==> src/design/weighted_quota_allocator_macros.svh <==
// Assertion macros for the weighted quota allocator RTL.
`ifndef WEIGHTED_QUOTA_ALLOCATOR_MACROS_SVH
`define WEIGHTED_QUOTA_ALLOCATOR_MACROS_SVH

// Same-cycle implication, disabled while reset is high.
`define WQA_ASSERT_IMPL(label, clk, rst, ante, cons, msg) \
   label: assert property (@(posedge clk) disable iff (rst) (ante) |-> (cons)) \
      else $error(msg);

// Next-cycle implication, disabled while reset is high.
`define WQA_ASSERT_NEXT(label, clk, rst, ante, cons, msg) \
   label: assert property (@(posedge clk) disable iff (rst) (ante) |=> (cons)) \
      else $error(msg);

`endif

==> src/design/wqa_pkg.sv <==
// Package with widths, constants and types of the weighted quota allocator.
package wqa_pkg;

   localparam int MAX_WEIGHTS  = 64;
   localparam int IDX_W        = $clog2(MAX_WEIGHTS);
   localparam int CNT_W        = $clog2(MAX_WEIGHTS + 1);
   localparam int WEIGHT_W     = 32;
   localparam int QUOTA_W      = 16;
   localparam int SUM_W        = WEIGHT_W + CNT_W;          // signed running sum
   localparam int SSUM_W       = SUM_W - 1;                 // shifted sum, non-negative
   localparam int NUM_W        = QUOTA_W + WEIGHT_W;        // total * (w - min)
   localparam int DIVIDEND_W   = NUM_W + 1;                 // num + S - 1
   localparam int DVS_W        = SSUM_W + QUOTA_W - 1;      // divisor aligned to top bit
   localparam int STEP_W       = $clog2(QUOTA_W);

   localparam logic signed [WEIGHT_W-1:0] MIN_RESET = {1'b0, {(WEIGHT_W-1){1'b1}}};

   typedef enum logic [2:0] {
      ST_LOAD,
      ST_SUM,
      ST_READ,
      ST_MUL,
      ST_START,
      ST_DIVIDE,
      ST_OUT
   } state_type;

   typedef struct packed {
      logic               done;
      logic [QUOTA_W-1:0] quotient;
   } div_status_type;

endpackage

==> src/design/wqa_channels.sv <==
// Valid/ready channel interfaces for weights in and quotas out.
interface wqa_req_if;
   import wqa_pkg::*;

   logic                       valid;
   logic                       ready;
   logic signed [WEIGHT_W-1:0] weight;
   logic                       last_weight;

   modport source (output valid, output weight, output last_weight, input ready);
   modport sink   (input valid, input weight, input last_weight, output ready);
endinterface

interface wqa_rsp_if;
   import wqa_pkg::*;

   logic               valid;
   logic               ready;
   logic [QUOTA_W-1:0] quota;
   logic [IDX_W-1:0]   weight_index;
   logic               last_quota;
   logic               zero_sum;
   logic               overflowed;

   modport source (output valid, output quota, output weight_index, output last_quota,
                   output zero_sum, output overflowed, input ready);
   modport sink   (input valid, input quota, input weight_index, input last_quota,
                   input zero_sum, input overflowed, output ready);
endinterface

==> src/design/wqa_divider.sv <==
// Restoring divider, one quotient bit per cycle, for quota = (num + S - 1) / S.
module wqa_divider (
   input  logic                               clock,
   input  logic                               reset,
   input  logic                               start,
   input  logic [wqa_pkg::DIVIDEND_W-1:0]     dividend,
   input  logic [wqa_pkg::SSUM_W-1:0]         divisor,
   output wqa_pkg::div_status_type            status
);
   import wqa_pkg::*;

   logic [DVS_W-1:0]   rem_ff,  rem_in;
   logic [DVS_W-1:0]   dvs_ff,  dvs_in;
   logic [QUOTA_W-1:0] quo_ff,  quo_in;
   logic [STEP_W-1:0]  step_ff, step_in;
   logic               busy_ff, busy_in;
   logic               done_ff, done_in;
   logic               fits;

   // one compare-subtract step
   assign fits = (rem_ff >= dvs_ff);

   always_comb begin
      rem_in  = rem_ff;
      dvs_in  = dvs_ff;
      quo_in  = quo_ff;
      step_in = step_ff;
      busy_in = busy_ff;
      done_in = 1'b0;
      if (start) begin
         rem_in  = DVS_W'(dividend);
         dvs_in  = {divisor, {(QUOTA_W-1){1'b0}}};
         quo_in  = '0;
         step_in = '0;
         busy_in = 1'b1;
      end else if (busy_ff) begin
         if (fits) begin
            rem_in = rem_ff - dvs_ff;
         end
         quo_in  = {quo_ff[QUOTA_W-2:0], fits};
         dvs_in  = dvs_ff >> 1;
         step_in = step_ff + 1'b1;
         if (step_ff == STEP_W'(QUOTA_W - 1)) begin
            busy_in = 1'b0;
            done_in = 1'b1;
         end
      end
   end

   // control flops
   always_ff @(posedge clock) begin
      if (reset) begin
         busy_ff <= 1'b0;
         done_ff <= 1'b0;
      end else begin
         busy_ff <= busy_in;
         done_ff <= done_in;
      end
   end

   // datapath flops
   always_ff @(posedge clock) begin
      rem_ff  <= rem_in;
      dvs_ff  <= dvs_in;
      quo_ff  <= quo_in;
      step_ff <= step_in;
   end

   assign status.done     = done_ff;
   assign status.quotient = quo_ff;

endmodule

==> src/design/weighted_quota_allocator.sv <==
// Weighted quota allocator: loads signed weights, then emits one ceiling quota per weight.
//
// Weights are taken one per cycle into a 64-entry weight memory while the block
// tracks the minimum and the running sum; the transfer carrying last_weight ends
// the list (weights past 64 are dropped and reported through overflowed). Once
// S = sum(w - min) is formed, each quota passes through a memory read, a 16x32
// multiply, a divider load, 16 steps of the restoring divider (skipped when S is
// 0) and the handoff to the output register. No weights are taken while quotas
// are being computed; the next list may start once the final quota sits in the
// output register. When all weights are equal every quota is 0 with zero_sum set.
// The user must write total_samples through csr_ only while the block is idle;
// the block itself does not enforce this.
module weighted_quota_allocator (
   input  logic                        clock,
   input  logic                        reset,
   input  logic                        csr_write_en,
   input  logic [wqa_pkg::QUOTA_W-1:0] csr_write_data,
   wqa_req_if.sink                     req_chan,
   wqa_rsp_if.source                   rsp_chan
);
   import wqa_pkg::*;
   `include "weighted_quota_allocator_macros.svh"

   state_type                 state_ff, state_in;
   logic [QUOTA_W-1:0]        total_ff;
   logic signed [WEIGHT_W-1:0] min_ff;
   logic signed [SUM_W-1:0]   raw_sum_ff;
   logic [CNT_W-1:0]          count_ff;
   logic                      ovf_ff;
   logic [SSUM_W-1:0]         ssum_ff;
   logic                      zero_ff;
   logic [IDX_W-1:0]          idx_ff;
   logic [WEIGHT_W-1:0]       rd_data_ff;
   logic [NUM_W-1:0]          num_ff;

   logic [WEIGHT_W-1:0]       weight_mem [MAX_WEIGHTS];

   // output register
   logic                      rsp_valid_ff;
   logic [QUOTA_W-1:0]        quota_out_ff;
   logic [IDX_W-1:0]          index_out_ff;
   logic                      last_out_ff;
   logic                      zero_out_ff;
   logic                      ovf_out_ff;

   logic                      req_xfer, store_ok, is_last_idx;
   logic                      req_ready, rd_en, div_start, out_load;
   logic signed [SUM_W-1:0]   cnt_min, ssum_full;
   logic signed [WEIGHT_W:0]  diff_full;
   logic [DIVIDEND_W-1:0]     dividend;
   div_status_type            div_status;

   assign req_xfer    = req_chan.valid && req_ready;
   assign store_ok    = (count_ff < CNT_W'(MAX_WEIGHTS));
   assign is_last_idx = ((CNT_W'(idx_ff) + 1'b1) == count_ff);

   // shifted sum S = raw_sum - n * min
   assign cnt_min   = SUM_W'($signed({1'b0, count_ff})) * SUM_W'(min_ff);
   assign ssum_full = raw_sum_ff - cnt_min;

   // w - min, always non-negative and below 2^32
   assign diff_full = (WEIGHT_W+1)'(signed'(rd_data_ff)) - (WEIGHT_W+1)'(min_ff);

   // ceiling division by adding S - 1
   assign dividend = DIVIDEND_W'(num_ff) + DIVIDEND_W'(ssum_ff) - 1'b1;

   // next state
   always_comb begin
      state_in = state_ff;
      unique case (state_ff)
         ST_LOAD: begin
            if (req_xfer && req_chan.last_weight) state_in = ST_SUM;
         end
         ST_SUM:    state_in = ST_READ;
         ST_READ:   state_in = ST_MUL;
         ST_MUL:    state_in = ST_START;
         ST_START:  state_in = zero_ff ? ST_OUT : ST_DIVIDE;
         ST_DIVIDE: begin
            if (div_status.done) state_in = ST_OUT;
         end
         ST_OUT: begin
            if (!rsp_valid_ff || rsp_chan.ready) begin
               state_in = is_last_idx ? ST_LOAD : ST_READ;
            end
         end
         default:   state_in = ST_LOAD;
      endcase
   end

   // state decodes
   always_comb begin
      req_ready = 1'b0;
      rd_en     = 1'b0;
      div_start = 1'b0;
      out_load  = 1'b0;
      unique case (state_ff)
         ST_LOAD:   req_ready = 1'b1;
         ST_READ:   rd_en     = 1'b1;
         ST_START:  div_start = !zero_ff;
         ST_OUT:    out_load  = !rsp_valid_ff || rsp_chan.ready;
         default:   ;
      endcase
   end

   assign req_chan.ready = req_ready;

   // state and list control
   always_ff @(posedge clock) begin
      if (reset) begin
         state_ff   <= ST_LOAD;
         total_ff   <= '0;
         min_ff     <= MIN_RESET;
         raw_sum_ff <= '0;
         count_ff   <= '0;
         ovf_ff     <= 1'b0;
         idx_ff     <= '0;
      end else begin
         state_ff <= state_in;
         if (csr_write_en) total_ff <= csr_write_data;
         if (req_xfer) begin
            if (store_ok) begin
               if (req_chan.weight < min_ff) min_ff <= req_chan.weight;
               raw_sum_ff <= raw_sum_ff + SUM_W'(req_chan.weight);
               count_ff   <= count_ff + 1'b1;
            end else begin
               ovf_ff <= 1'b1;
            end
         end
         if (out_load) begin
            if (is_last_idx) begin
               min_ff     <= MIN_RESET;
               raw_sum_ff <= '0;
               count_ff   <= '0;
               ovf_ff     <= 1'b0;
               idx_ff     <= '0;
            end else begin
               idx_ff <= idx_ff + 1'b1;
            end
         end
      end
   end

   // weight memory write
   always_ff @(posedge clock) begin
      if (req_xfer && store_ok) weight_mem[count_ff[IDX_W-1:0]] <= req_chan.weight;
   end

   // weight memory read, registered
   always_ff @(posedge clock) begin
      if (rd_en) rd_data_ff <= weight_mem[idx_ff];
   end

   // per-list and per-quota datapath
   always_ff @(posedge clock) begin
      if (state_ff == ST_SUM) begin
         ssum_ff <= ssum_full[SSUM_W-1:0];
         zero_ff <= (ssum_full == '0);
      end
      if (state_ff == ST_MUL) num_ff <= NUM_W'(total_ff) * NUM_W'(diff_full[WEIGHT_W-1:0]);
   end

   wqa_divider u_divider (
      .clock    (clock),
      .reset    (reset),
      .start    (div_start),
      .dividend (dividend),
      .divisor  (ssum_ff),
      .status   (div_status)
   );

   // result register: valid
   always_ff @(posedge clock) begin
      if (reset) begin
         rsp_valid_ff <= 1'b0;
      end else if (out_load) begin
         rsp_valid_ff <= 1'b1;
      end else if (rsp_chan.ready) begin
         rsp_valid_ff <= 1'b0;
      end
   end

   // result register: payload
   always_ff @(posedge clock) begin
      if (out_load) begin
         quota_out_ff <= zero_ff ? '0 : div_status.quotient;
         index_out_ff <= idx_ff;
         last_out_ff  <= is_last_idx;
         zero_out_ff  <= zero_ff;
         ovf_out_ff   <= ovf_ff;
      end
   end

   assign rsp_chan.valid        = rsp_valid_ff;
   assign rsp_chan.quota        = quota_out_ff;
   assign rsp_chan.weight_index = index_out_ff;
   assign rsp_chan.last_quota   = last_out_ff;
   assign rsp_chan.zero_sum     = zero_out_ff;
   assign rsp_chan.overflowed   = ovf_out_ff;

   // checks
   `WQA_ASSERT_NEXT(a_list_cleared, clock, reset, out_load && is_last_idx,
      count_ff == '0 && ovf_ff == 1'b0 && raw_sum_ff == '0, "list state not cleared")
   `WQA_ASSERT_IMPL(a_count_bound, clock, reset, 1'b1,
      count_ff <= CNT_W'(MAX_WEIGHTS), "item count beyond capacity")
   `WQA_ASSERT_IMPL(a_zero_quota, clock, reset, rsp_valid_ff && zero_out_ff,
      quota_out_ff == '0, "nonzero quota with zero sum")
   `WQA_ASSERT_IMPL(a_quota_bound, clock, reset, rsp_valid_ff,
      quota_out_ff <= total_ff, "quota exceeds total samples")
   `WQA_ASSERT_IMPL(a_div_done_state, clock, reset, div_status.done,
      state_ff == ST_DIVIDE, "divider finished outside divide state")

endmodule
==> src/flat_wrapper.sv <==
// flat-port wrapper written by rule: the top's interface ports become plain ports
module weighted_quota_allocator_flat import wqa_pkg::*;
  (clock, reset, csr_write_en, csr_write_data, req_chan_valid, req_chan_weight, req_chan_last_weight, req_chan_ready, rsp_chan_valid, rsp_chan_quota, rsp_chan_weight_index, rsp_chan_last_quota, rsp_chan_zero_sum, rsp_chan_overflowed, rsp_chan_ready);
  wqa_req_if req_chan_i ();
  wqa_rsp_if rsp_chan_i ();
  input  logic clock;
  input  logic reset;
  input  logic csr_write_en;
  input  logic [wqa_pkg::QUOTA_W-1:0] csr_write_data;
  input wire logic [$bits(req_chan_i.valid)-1:0] req_chan_valid;
  input wire logic [$bits(req_chan_i.weight)-1:0] req_chan_weight;
  input wire logic [$bits(req_chan_i.last_weight)-1:0] req_chan_last_weight;
  output wire logic [$bits(req_chan_i.ready)-1:0] req_chan_ready;
  output wire logic [$bits(rsp_chan_i.valid)-1:0] rsp_chan_valid;
  output wire logic [$bits(rsp_chan_i.quota)-1:0] rsp_chan_quota;
  output wire logic [$bits(rsp_chan_i.weight_index)-1:0] rsp_chan_weight_index;
  output wire logic [$bits(rsp_chan_i.last_quota)-1:0] rsp_chan_last_quota;
  output wire logic [$bits(rsp_chan_i.zero_sum)-1:0] rsp_chan_zero_sum;
  output wire logic [$bits(rsp_chan_i.overflowed)-1:0] rsp_chan_overflowed;
  input wire logic [$bits(rsp_chan_i.ready)-1:0] rsp_chan_ready;
  assign req_chan_i.valid = req_chan_valid;
  assign req_chan_i.weight = req_chan_weight;
  assign req_chan_i.last_weight = req_chan_last_weight;
  assign req_chan_ready = req_chan_i.ready;
  assign rsp_chan_valid = rsp_chan_i.valid;
  assign rsp_chan_quota = rsp_chan_i.quota;
  assign rsp_chan_weight_index = rsp_chan_i.weight_index;
  assign rsp_chan_last_quota = rsp_chan_i.last_quota;
  assign rsp_chan_zero_sum = rsp_chan_i.zero_sum;
  assign rsp_chan_overflowed = rsp_chan_i.overflowed;
  assign rsp_chan_i.ready = rsp_chan_ready;
  weighted_quota_allocator u_core (.clock(clock), .reset(reset), .csr_write_en(csr_write_en), .csr_write_data(csr_write_data), .req_chan(req_chan_i), .rsp_chan(rsp_chan_i));
endmodule
==> config.mk <==
export PLATFORM = sky130hd
export DESIGN_NAME = weighted_quota_allocator_flat
export DESIGN_NICKNAME = d
export VERILOG_FILES = /design/src/design/wqa_pkg.sv /design/src/design/wqa_channels.sv /design/src/design/wqa_divider.sv /design/src/design/weighted_quota_allocator.sv /design/src/flat_wrapper.sv
export VERILOG_INCLUDE_DIRS = /design/src /design/src/design
export SDC_FILE = /design/constraint.sdc
export NUM_CORES = 2
export LEC_CHECK = 0
export ABC_CLOCK_PERIOD_IN_PS = 10800
export BUFFER_PORTS_ARGS = -buffer_cell sky130_fd_sc_hd__buf_2
export CAP_MARGIN = 15
export CORE_MARGIN = 3
export CORE_UTILIZATION = 40
export CTS_BUF_LIST = sky130_fd_sc_hd__clkbuf_16
export CTS_CLUSTER_DIAMETER = 50
export DETAILED_ROUTE_END_ITERATION = 16
export SLEW_MARGIN = 10
export SYNTH_ARGS = -nofsm -noshare
export SYNTH_HDL_FRONTEND = slang
export SYNTH_SLANG_ARGS = --single-unit
==> constraint.sdc <==
create_clock -name clock -period 10.8 [get_ports clock]
set_clock_uncertainty 0.05 [all_clocks]
set_input_delay 1.08 -clock clock [delete_from_list [all_inputs] [get_ports clock]]
set_output_delay 1.08 -clock clock [all_outputs]
set_load 0.005 [all_outputs]
Word-level counts from Yosys, hierarchy flattened
Memories as Yosys holds them, arrays and structs flattened. A register that Yosys moved wholly into a read port is not among the register bits. Cells that the tools add are included. Widths: inputs -> output; s select.

Bits of input ports: 54. Logic and storage cells: 108. Output and inout port bits: 27. Flip-flop bits (word level): 345. Memories kept: 1. Bits in latches: 0. Bits in writable memories: 2048. ROM bits: 0.

Memory list: u_core.weight_mem (depth 64, width 32, read ports 1, clocked after Yosys merged registers in 1, write ports 1, RTL line weighted_quota_allocator.sv:36) `logic [WEIGHT_W-1:0] weight_mem [MAX_WEIGHTS];`.

Order comparisons: 3. Multiplexer cells: 41. Eq/ne operators: 11. Divide/modulo/power cells: 0. Multiply operators: 2. Add/sub/neg operators: 10. Reductions and logical operators: 15. Shift-type cells: 0. Bitwise logic cells: 1.

Operator list (count): $mux 32 (5); $mux 39 (4); $mux 49 (3); $mux 53 (2); $ge 53x53->1 (1); $sub 53x53->53 (1); $add 48x38->49 (1); $sub 49x1->49 const B (1); $mul 16x32->48 (1); $add 39x32->39 (1); $logic_not 39->1 (1); $mul 8x32->39 (1); $sub 39x39->39 (1); $lt 32x32->1 (1); $sub 32x32->32 (1); $mux 7 (4); $pmux 3 s7 (1); $mux 1 (16); $eq 3x3->1 const B (3); $mux 3 (3); $add 6x1->7 const B (1); $add 7x1->7 const B (1); $eq 7x7->1 (1); $lt 7x7->1 const B (1); other kinds (18) (27).

Depth between registers and ports, before layout
Depth after elaboration: 6. Mapped depth: 38. Mapped depth without buffers: 38.

Modules after synthesis
Synthesis repeated with hierarchy kept, for this count alone.

Cell total of the unflattened synthesis: 8608. Area total of the unflattened synthesis: 127332.1 um^2.

Modules (own cells, without submodules): weighted_quota_allocator (sequential area each 67925.1 um^2, times used 1, cells each 7627, area each 118708.9 um^2); wqa_divider (sequential area each 3433.3 um^2, times used 1, cells each 981, area each 8623.3 um^2).

Worst setup path after synthesis
OpenSTA, ideal clock, no wires.

Path type: flip-flop to flip-flop. Start point: register u_core.rd_data_ff[0] (read register of u_core.weight_mem). End point: register u_core.num_ff[47], data pin. Setup time: 0.260 ns. Data required time: 10.490 ns. Slack: 2.110 ns. Clock period less this slack: 8.690 ns. Buffers on the path: 1. Cell stages (with the launch flop): 39. Data arrival time: 8.381 ns. Cells stage by stage: edfxtp_1 > inv_1 > ha_1 > fa_1 > nor2b_1 > o21a_1 > a31oi_1 > a31oi_1 > a21oi_1 > o31a_1 > a21oi_1 > a21o_1 > a31oi_1 > a21oi_1 > xor2_1 > clkbuf_1 > nand2_1 > fa_1 > [3 not listed] > fa_1 > fa_1 > inv_1 > fa_1 > inv_1 > ha_1 > a21o_1 > a21o_1 > a21o_1 > a21oi_1 > nor2b_1 > o21ai_0 > nand2b_1 > a221o_1 > nand4b_1 > nand3_1 > a21oi_1 > xnor2_1.

Cells in the longest elaborated chain, start to end: 2.

RTL lines: start, declared (RTL line weighted_quota_allocator.sv:33) `logic [WEIGHT_W-1:0] rd_data_ff;`; $sub 32x32->32 (RTL line weighted_quota_allocator.sv:62) `assign diff_full = (WEIGHT_W+1)'(signed'(rd_data_ff)) - (WEIGHT_W+1)'(min_ff);`; $mul 16x32->48 (RTL line weighted_quota_allocator.sv:159) `if (state_ff == ST_MUL) num_ff <= NUM_W'(total_ff) * NUM_W'(diff_full[WEIGHT_W-1:0]);`; end signal, assigned (RTL line weighted_quota_allocator.sv:159); end, declared (RTL line weighted_quota_allocator.sv:34) `logic [NUM_W-1:0] num_ff;`.

No other way between the ends. A chain may end at the register's enable or synchronous reset.

Worst setup path after layout
Start point: register u_core.min_ff[4]. End point: register u_core.num_ff[44], data pin.

Cells in the longest elaborated chain, start to end: 2.

RTL lines: start, declared (RTL line weighted_quota_allocator.sv:26) `logic signed [WEIGHT_W-1:0] min_ff;`; start signal, assigned (RTL line weighted_quota_allocator.sv:122) `if (req_chan.weight < min_ff) min_ff <= req_chan.weight;`; $sub 32x32->32 (RTL line weighted_quota_allocator.sv:62); $mul 16x32->48 (RTL line weighted_quota_allocator.sv:159).

No other way between the ends.

==> impl_metrics.py <==
metrics = {
    "cts": {
        "htreeDepth": 5,
        "hold_buffers": 0,
        "clkSinkCount": 2425,
        "cts_buffers": 298,
        "clkLatencyLatePin_ps": 900,
        "post_cts_resized": 0,
        "clock-root-buffer": "clkbuf_16",
        "path_clk_slew_ps": 60,
        "cts_setup_buffers": 0,
        "cts_tree": "done",
        "ctsLongestPathBuffers": 4,
    },
    "sta": {
        "timing.fmax_mhz": 104,
        "finalHoldViolations": 0,
        "period_share": 0.895,
        "tns_ps": 0,
        "slew_headroom": 0.256,
        "worstMarginPinSlew_ps": 1110,
        "grt_setup_unrepaired": "false",
        "setup_viol": 0,
        "slew_violations": 0,
        "fin_crit_ps": 9660,
    },
    "die": {
        "dieHeight_um": 567,
        "die-area_mm2": 0.321,
        "coreArea_mm2": 0.313,
        "row_count": 205,
        "die_w_um": 567,
        "ios": 81,
        "start_util": 0.403,
    },
    "worst_setup_path": {
        "crit_top_cell": "fa_1",
        "cp_slowest_cell": "xor2_1",
        "slowest_delay_ps": 580,
        "r2r-start": "u_core.min_ff[4]$_SDFF_PP1_",
        "cp.required_ps": 11330,
        "path_max_fanout": 8,
        "crit_arrival_ps": 10190,
        "cp-end-kind": "flop",
        "cp-start-kind": "flop",
        "r2r_end": "u_core.num_ff[44]$_DFFE_PN_",
        "rrSetupSlack_ps": 1140,
        "r2r_cells": 33,
        "worstSetupPathType": "reg2reg",
    },
    "status": {
        "status": "complete, no violations",
    },
    "place": {
        "gp_congestion": 0.901,
        "placed_area_mm2": 0.132,
        "port_buffers": 80,
        "dpl.hpwl_um": 216000,
    },
    "synth": {
        "synth_cell_type_count": 81,
        "ys_ff_latch": 2425,
        "synth-main-ff-cell": "edfxtp_1",
        "yosysTopAreaCellShare": 0.544,
        "synth_top_family_by_area": "adder cells",
        "synth-simple-area-share": 0.0645,
        "synth.top_cells.by_area": "edfxtp_1 54%, mux4_2 12%, fa_1 9.8%, ha_1 4.4%, inv_1 2.7%",
        "synth_xor_area_frac": 0.0170,
        "syn-mean-instance-area_um2": 15.1,
        "seq_area_frac_synth": 0.567,
        "synth_area_mm2": 0.126,
        "yosysWarningCount": 0,
        "synth_compound_area_frac": 0.0470,
        "synth.area.mux_share": 0.125,
        "yosysTopAreaCell": "edfxtp_1",
        "synth_edf_count": 2279,
        "ys_async_sr_fraction": 0,
        "netlist_instances": 8341,
        "syn_nets": 9456,
        "synthAdderAreaFrac": 0.142,
    },
    "grt": {
        "grtUsageTotal": 0.208,
        "first_global_vias": 74400,
        "antenna_found_initial": 19,
        "grt_max_degree": 144,
        "grt_first_pass_wirelength_um": 501000,
        "grt-ovfl-total": 0,
    },
    "pwr": {
        "p_seq_frac": 0.327,
        "swShare": 0.365,
        "combinationalPowerShare": 0.387,
        "peakVddDrop_mv": 0.483,
        "clockPowerShare": 0.286,
        "p_switching_w": 0.0126,
        "cellLeakagePower_nw": 50.6,
        "power_density_mw_per_mm2": 243,
        "intPower_w": 0.0219,
    },
    "flow_run": {
        "maxCapViolations": 0,
    },
    "drt": {
        "wl_per_cell_um": 26.0,
        "via_per_inst": 5.55,
        "routed_wirelength_um": 336000,
        "drc": 0,
        "drt_iter0_markers": 6703,
        "ant_nets": 0,
        "vias": 71800,
        "drtPass1Iterations": 6,
    },
    "min_path": {
        "min_path_type": "in2reg",
        "holdCritStartpoint": "csr_write_data[11]",
        "worstHoldEndpoint": "u_core.total_ff[11]$_SDFFE_PP0P_",
        "hold_depth": 3,
    },
    "final_layout": {
        "final_core_util": 0.454,
        "syn2layout_area_growth_pct": 12.8,
        "final_nets": 9657,
        "final_common_cell": "edfxtp_1",
        "final_cell_area_mm2": 0.142,
        "layout-drive-gt1-share": 0.173,
        "final_cell_mix": "2279 x edfxtp_1, 929 x inv_1, 672 x mux4_2",
    },
}
power groups by stage:
stage,logic [W],clock network [W],registers (W)
floorplan,0.00919,0,0.0113
global placement,0.0133,0,0.0115
detailed placement,0.0133,0,0.0115
CTS,0.0135,0.0101,0.0113
global route,0.0150,0.0105,0.0113
finish,0.0134,0.00988,0.0113
cells in the mapped netlist, types with 7 or more instances:
library cell / number
nand2b_1: 52
a21oi_1: 321
fa_1: 619
a21o_1: 158
nor2_1: 279
edfxtp_1: 2279
and3_1: 34
buf_1: 70
a211oi_1: 15
o211ai_1: 13
o21ai_0: 177
a221oi_1: 7
ha_1: 442
o21ai_1: 14
a2111oi_0: 8
and2_1: 322
inv_1: 891
nand3b_1: 10
or2_2: 11
o31ai_1: 16
or3_1: 10
o31a_1: 11
dfxtp_1: 146
nor3_1: 67
o21a_1: 26
xor2_1: 79
nor4_1: 15
nand2_1: 589
mux2i_1: 54
nand3_1: 126
xnor2_1: 165
clkbuf_1: 306
mux4_2: 672
nand4_1: 40
a41oi_1: 7
a31oi_1: 61
o21bai_1: 47
nor2b_1: 79
o22ai_1: 7
metal layers:
layer  wire [um]  track usage  vias to the layer above
li1            -            -                    31100
met1      144000        0.292                    37700
met2      161000        0.339                     2462
met3       22600       0.0327                      498
met4        8570       0.0544                        8
met5          50            0                        -
state kept, by name (all words and copies together) (netlist names), 3 cells and up:
register and count:
u_core.u_divider.dvs_ff 53, u_core.rd_data_ff 32, u_core.rsp_chan.weight_index 6, u_core.total_ff 16, u_core.state_ff 3, u_core.raw_sum_ff 39, u_core.u_divider.rem_ff 53, u_core.min_ff 32
u_core.ssum_ff 38, u_core.count_ff 7, u_core.idx_ff 6, u_core.u_divider.step_ff 4, u_core.weight_mem 2048, u_core.num_ff 48, u_core.u_divider.quo_ff 16, u_core.rsp_chan.quota 16
metrics by stage:
stage	hold WS [ps]	worst slack, ps	cells	power, W
final	398	1140	12900	0.0346
after global routing	402	525	12900	0.0367
after CTS	329	1160	12900	0.0348
after detailed placement	430	1260	12400	0.0248
after global placement	415	1310	12400	0.0247
after floorplan	356	2110	8341	0.0205
worst max-delay path by stage:
stage,start,end,cells past startpoint
finish,u_core.min_ff[4]$_SDFF_PP1_,u_core.num_ff[44]$_DFFE_PN_,33
global route,u_core.min_ff[1]$_SDFF_PP1_,u_core.num_ff[47]$_DFFE_PN_,36
CTS,u_core.min_ff[4]$_SDFF_PP1_,u_core.num_ff[47]$_DFFE_PN_,36
detailed placement,u_core.min_ff[1]$_SDFF_PP1_,u_core.num_ff[47]$_DFFE_PN_,36
global placement,u_core.min_ff[1]$_SDFF_PP1_,u_core.num_ff[47]$_DFFE_PN_,36
floorplan,u_core.rd_data_ff[0]$_DFFE_PP_,u_core.num_ff[47]$_DFFE_PN_,38
logic make-up after synthesis:
logic type,count (synthesis)
compound gates,950
xor+xnor,244
fa+ha+maj,1061
buf+inv,1267
flops,2425
mux,726
simple gates,1668
critical path: cells and delay by family, from the launching register on:
family,cells,cell delay [ps]
adders and majority gates,8,3820
and+or+nand+nor,8,1720
buffers and inverters,4,300
DFF,1,470
AOI/OAI and AO/OA,11,2340
xor gates and xnor gates,2,660
final cells by class:
cell class	instances	area [um^2]
inverters	891	3340
repair buffers	277	1950
well taps	4140	5180
clock buffers	303	7580
fillers	27000	171000
multi-input cells	4649	50300
flip-flops and latches	2425	71400
clock inverters	232	2210
diodes	8	20.0
Note: power is estimated with default switching activity, not from simulation.
